==> config.mk <==
export PLATFORM = sky130hd
export DESIGN_NAME = pns_ctrl
export DESIGN_NICKNAME = d
export VERILOG_FILES = /design/src/hw/rtl/pns_pkg.sv /design/src/hw/rtl/pns_ctrl.sv
export VERILOG_INCLUDE_DIRS = /design/src /design/src/hw/rtl
export SDC_FILE = /design/constraint.sdc
export NUM_CORES = 1
export LEC_CHECK = 0
export BUFFER_PORTS_ARGS = -buffer_cell sky130_fd_sc_hd__clkbuf_2
export CORE_AREA = 2 2 39 41
export DETAILED_ROUTE_END_ITERATION = 8
export DIE_AREA = 0 0 41 43
export HOLD_SLACK_MARGIN = 0.06
export PLACE_DENSITY = 0.5
export SYNTH_ARGS = -nofsm -noshare
export SYNTH_HDL_FRONTEND = slang
export SYNTH_SLANG_ARGS = --single-unit
==> constraint.sdc <==
create_clock -name clk -period 1.3 [get_ports clk]
set_input_delay 0.26 -clock clk [delete_from_list [all_inputs] [get_ports clk]]
set_output_delay 0.26 -clock clk [all_outputs]
set_load 0.01 [all_outputs]
==> src/hw/rtl/assert_macros.svh <==
// Assertion macros shared by the sequencer RTL.
`ifndef ASSERT_MACROS_SVH
`define ASSERT_MACROS_SVH

// Property checked at every rising clk edge outside reset.
`define ASSERT_CLK(lbl, prop, msg) \
  lbl: assert property (@(posedge clk) disable iff (!rst_n) prop) else $error(msg);

// Condition that must never hold outside reset.
`define ASSERT_NEVER(lbl, expr, msg) \
  `ASSERT_CLK(lbl, !(expr), msg)

`endif

==> src/hw/rtl/pns_pkg.sv <==
// Shared types and constants of the PWM note sequencer.
`timescale 1ns / 1ps
package pns_pkg;

  localparam int MAX_NOTES_DEF = 64;
  localparam int ELAPSED_W     = 33;
  localparam int NOTE_IDX_W    = 6;
  localparam int ENTRY_W       = 96;
  localparam int IN_TDATA_W    = 104;
  localparam int OUT_TDATA_W   = 48;

  localparam logic [1:0] OP_TICK    = 2'd0;
  localparam logic [1:0] OP_APPEND  = 2'd1;
  localparam logic [1:0] OP_REQUEST = 2'd2;

  typedef enum logic [1:0] {
    MODE_IDLE    = 2'd0,
    MODE_PAUSED  = 2'd1,
    MODE_PLAYING = 2'd2
  } mode_t;

  typedef enum logic [1:0] {
    S_IDLE,
    S_EVAL,
    S_LOAD,
    S_DONE
  } state_t;

  // controller -> datapath
  typedef struct packed {
    logic accept;
    logic eval;
    logic load;
    logic emit;
  } dp_cmd_t;

  // datapath -> controller
  typedef struct packed {
    logic play_go;
    logic need_load;
  } dp_sts_t;

endpackage

==> src/hw/rtl/pns_ctrl.sv <==
// Sequencing controller: input/output handshake and work states.
`timescale 1ns / 1ps
`include "assert_macros.svh"
module pns_ctrl (
  input  logic             clk,
  input  logic             rst_n,
  input  logic             in_tvalid,
  output logic             in_tready,
  output logic             out_tvalid,
  input  logic             out_tready,
  output pns_pkg::dp_cmd_t cmd,
  input  pns_pkg::dp_sts_t sts
);
  import pns_pkg::*;

  state_t state_r, state_nxt;
  logic   out_valid_r, out_valid_nxt;
  logic   in_xfer;

  // no transfer is taken while reset is held
  assign in_tready  = rst_n && (state_r == S_IDLE);
  assign in_xfer    = in_tvalid && in_tready;
  assign out_tvalid = out_valid_r;

  always_ff @(posedge clk) begin
    if (!rst_n) begin
      state_r     <= S_IDLE;
      out_valid_r <= 1'b0;
    end else begin
      state_r     <= state_nxt;
      out_valid_r <= out_valid_nxt;
    end
  end

  always_comb begin
    state_nxt  = state_r;
    cmd        = '0;
    cmd.accept = in_xfer;
    unique case (state_r)
      S_IDLE: begin
        if (in_xfer) begin
          state_nxt = sts.play_go ? S_EVAL : S_DONE;
        end
      end
      S_EVAL: begin
        cmd.eval  = 1'b1;
        state_nxt = sts.need_load ? S_LOAD : S_DONE;
      end
      S_LOAD: begin
        cmd.load  = 1'b1;
        state_nxt = S_DONE;
      end
      S_DONE: begin
        // result slot frees when empty or drained this cycle
        if (!out_valid_r || out_tready) begin
          cmd.emit  = 1'b1;
          state_nxt = S_IDLE;
        end
      end
      default: state_nxt = S_IDLE;
    endcase
  end

  always_comb begin
    out_valid_nxt = out_valid_r;
    if (cmd.emit) begin
      out_valid_nxt = 1'b1;
    end else if (out_tready) begin
      out_valid_nxt = 1'b0;
    end
  end

  `ASSERT_CLK(a_one_at_a_time, in_xfer |=> !in_tready, "item accepted while busy")
  `ASSERT_CLK(a_load_after_eval, (state_r == S_LOAD) |-> ($past(state_r) == S_EVAL),
              "note load without evaluation")
  `ASSERT_CLK(a_emit_shows, cmd.emit |=> out_tvalid, "emitted result not presented")

endmodule

Yosys cells after proc, flatten, opt, wreduce, memory -nomap -nowiden --
Index checks and enable logic that the tools add are counted.
Cells by class: reductions and logical operators 7, equality and inequality tests 5, mux-type cells 11
Operator list (number):
- $pmux W2 S4 | 1
- $mux W1 | 7
- $mux W2 | 3
- $eq A2 B2 Y1 const B | 2
- $ne A2 B2 Y1 const B | 2
- $eq A2 B1 Y1 const B | 1
- $logic_and A1 B1 Y1 | 2
- $logic_not A2 Y1 | 1
- $reduce_and A2 Y1 | 1
- $reduce_bool A2 Y1 | 1
- $logic_not A1 Y1 | 1
- $logic_or A1 B1 Y1 | 1
Storage, ports and cells: register bits 3, logic and storage cells 25, output and inout port bits 6, input port bits 6

Logic depth before layout (Yosys ltp) --
depth after elaboration 5, gate-level depth with buffers 5, gate-level depth less buffers 5

Worst setup path before layout --
Ideal clock, no wire load.
kind reg2reg, start reg state_r[0], end reg state_r[0], buffers on the path 0, stages on the path, launching flop included 5, setup slack 0.036 ns, data required time 1.181 ns, period minus slack after synthesis 1.264 ns, arrival 1.146 ns, library setup time 0.119 ns, cell sequence dfxtp_1 inv_1 ha_1 a22o_1 o221a_1
Between the ends: longest elaborated chain between the ends 5, elaborated cells on any way between the ends 10, classes of those cells eq/ne: 5; mux: 1; reduce/logical: 4
Ends and longest elaborated chain:
- start: declaration | line pns_ctrl.sv:16 | state_t state_r, state_nxt;
- start signal: assignment | line pns_ctrl.sv:30 | state_r <= state_nxt;
- $logic_not A2 Y1 | line pns_ctrl.sv:21, pns_ctrl.sv:39
- $logic_and A1 B1 Y1 | line pns_ctrl.sv:21 | assign in_tready = rst_n && (state_r == S_IDLE);
- $logic_and A1 B1 Y1 | line pns_ctrl.sv:22 | assign in_xfer = in_tvalid && in_tready;
- $ne A2 B2 Y1 (no source line)
- $reduce_and A2 Y1 (no source line)
Parallel ways exist; a longest one is shown, timed or not. A chain may end at the register's enable or synchronous reset.

Worst setup path in the final report --
Ends and elaborated chain as after synthesis.

==> results.cfg <==
[die]
start_util_pct = 20.16
num_rows = 14
chipHeight_um = 43
die_area_um2 = 1763
coreArea_um2 = 1384
ios = 12
die_x_um = 41

[worst_setup_path]
critPathLaunchType = flip-flop
cp.required_ns = 1.42
crit_fanout = 3
cp.arrival_ns = 1.45
crit_type = flip-flop to flip-flop
end_kind = flip-flop

[drt]
drc = 0
final_antenna_net_count = 0
via_per_inst = 3.985
drt_pass1_iterations = 2
num_vias = 263
wirelength_um = 672
wire_per_inst_um = 10.18
drt_iter0_markers = 3

[cells_and_area]
antennaDiodeCount = 0
final_nets = 62
utilization_pct = 35.17
seq_area_um2 = 67.56
area_delta_synth_final_pct = 74.44
drive_gt1_share_pct = 66.00
multi_input_area_um2 = 232.7
nFillCells = 154
final_area_um2 = 486.7

[run_status]
violations = setup timing
outcome = finished with violations

[clock_tree]
htreeDepth = 1
clock_latency_ns = 0.24
cts_tree = done
cts_buffers = 3
root_buffer = clkbuf_4
cts_buffer_depth = 2
clk_pin_slew_ns = 0.04
clock_sinks = 3

[place]
dp_worst_setup_slack_ns = -0.003485
io_buffers = 11
dp_hpwl_um = 421.2
globalplace.congestion = 0.6582
place_area_um2 = 361.6

[hold_path]
min_path_type = input port to flip-flop

[power_and_ir_drop]
switchingPower_w = 0.0003861
pwr-share-clk_pct = 16.7
ir_drop_mv = 0.6555
power_frac_comb_pct = 63.9
p_leak_nw = 0.2229
p_int_w = 0.0006219
power_density_nw_per_um2 = 2071
power_switching_share_pct = 38.30
seq_power_share_pct = 19.4

[synthesis]
syn_nets = 41
syn_inst = 30
syn_area_per_cell_um2 = 9.301
synthesis.area_um2 = 279.0
synth.distinct_cells = 18
yosysWarnings = 0
yosysSeqAreaShare_pct = 21.52
ys_ff_latch = 3

[sta]
grt_setup_unrepaired = yes
fmax_ghz = 0.7502
worstMarginPinSlew_ns = 0.1892
drv_slew = 0
setup_viol = 6
fin_ws_ns = -0.03305
fin_skew_ns = 0.006361
setup-tns-final_ns = -0.1136
relSlewSlack_pct = 87.39
post-route-min-period_ns = 1.333
fin_crit_sh_pct = 102.5
report.final.hold_viol_count = 0

[global_route]
grt_usage_pct = 9.610
grt_pass1_vias = 281
antenna_found_initial = 0
grt_remaining_overflow = 0
grt_max_degree = 8
grt_pass1_wl_mm = 1.097

[run]
max_cap_viol_count = 0
## cell families (layout without fill, tap and decap cells)
logic type	after synthesis	after routing	synth area share, %
flip-flops	3	3	21.53
AO/OA/AOI/OAI	6	6	20.18
multiplexers	1	1	3.588
adder cells (fa/ha/maj)	5	5	22.42
buffers and inverters	6	26	10.76
AND/OR/NAND/NOR	9	9	21.53
## layer usage
metal	vias up	GRT usage [%]	routed length (um)
met4	0	6.000	0
met3	0	3.141	45
li1	141	-	-
met1	114	9.236	253
met2	8	16.25	372
met5	-	0	0
## worst paths after layout
kind / slack (ns) / end / from / depth (start not counted)
worst min-delay path: 0.33 / out_tvalid / rst_n / 2
worst min register to register: 0.64 / out_tvalid / out_tvalid / 2
worst max-delay path: -0.03 / state_r[0] / state_r[0] / 4
worst max register to register: -0.03 / state_r[0] / state_r[0] / 4
## layout make-up
type / count / share of cell area [%]
Clock buffer: 4 / 5.398
Tap cell: 16 / 4.113
Sequential cell: 3 / 13.88
Inverter: 4 / 4.113
Multi-Input combinational cell: 21 / 47.81
Timing Repair Buffer: 18 / 24.68
## synth_stat cells
cell type,instances,area [um2]
and3_2,1,7.510
o21ai_0,1,5.000
a211o_1,1,8.760
buf_4,2,15.01
a221oi_2,1,15.01
o221a_1,1,11.26
nand2_1,1,3.750
a22o_1,1,8.760
nor2_1,1,3.750
o21a_1,1,7.510
nand2_2,1,6.260
ha_1,5,62.56
inv_1,4,15.01
nor2b_1,3,18.77
dfxtp_1,3,60.06
and2_1,1,6.260
nor2b_4,1,13.76
mux2i_1,1,10.01
## timing repair
item                       in CTS  in global routing
setup endpoints to repair       6                  7
buffers inserted                3                  1
hold buffers                    0                  0
resized for setup              15                  6
pin swaps                       1                  1
## state kept, by name (all words and copies together) (netlist names)
register,count
state_r,2
out_tvalid,1
## critical path: stages, from the launching register on
cell     delay [ns]
dfxtp_4        0.36
buf_4          0.14
ha_2           0.19
a211o_1        0.27
o221a_1        0.25
## power by group through the flow
stage / clock network, W / logic, W / registers (W)
6_report: 0.000169 / 0.000644 / 0.000195
5_1_grt: 0.000185 / 0.000707 / 0.000203
4_1_cts: 0.000177 / 0.000594 / 0.000194
3_5_place_dp: 0 / 0.000446 / 0.000158
3_3_place_gp: 0 / 0.000452 / 0.000157
2_1_floorplan: 0 / 0.000306 / 0.000155
## placed cells by master (no fill, tap or decap), drive strengths merged
master  instances
mux2i           1
o221a           1
ha              5
a211o           1
a22o            1
clkbuf         12
dfxtp           3
and3            1
and2            1
nor2            1
nand2           2
o21a            1
o21ai           1
nor2b           4
inv             4
buf            10
a221oi          1
## metrics by stage
stage | instances | hold WS (ns) | power [W]
after floorplan | 30 | 0.3776 | 0.0004610
after global routing | 66 | 0.3483 | 0.001095
after CTS | 65 | 0.3193 | 0.0009657
final | 66 | 0.3271 | 0.001008
after detailed placement | 58 | 0.5671 | 0.0006036
after global placement | 58 | 0.5702 | 0.0006091
Power figures use the tool's default switching activity.
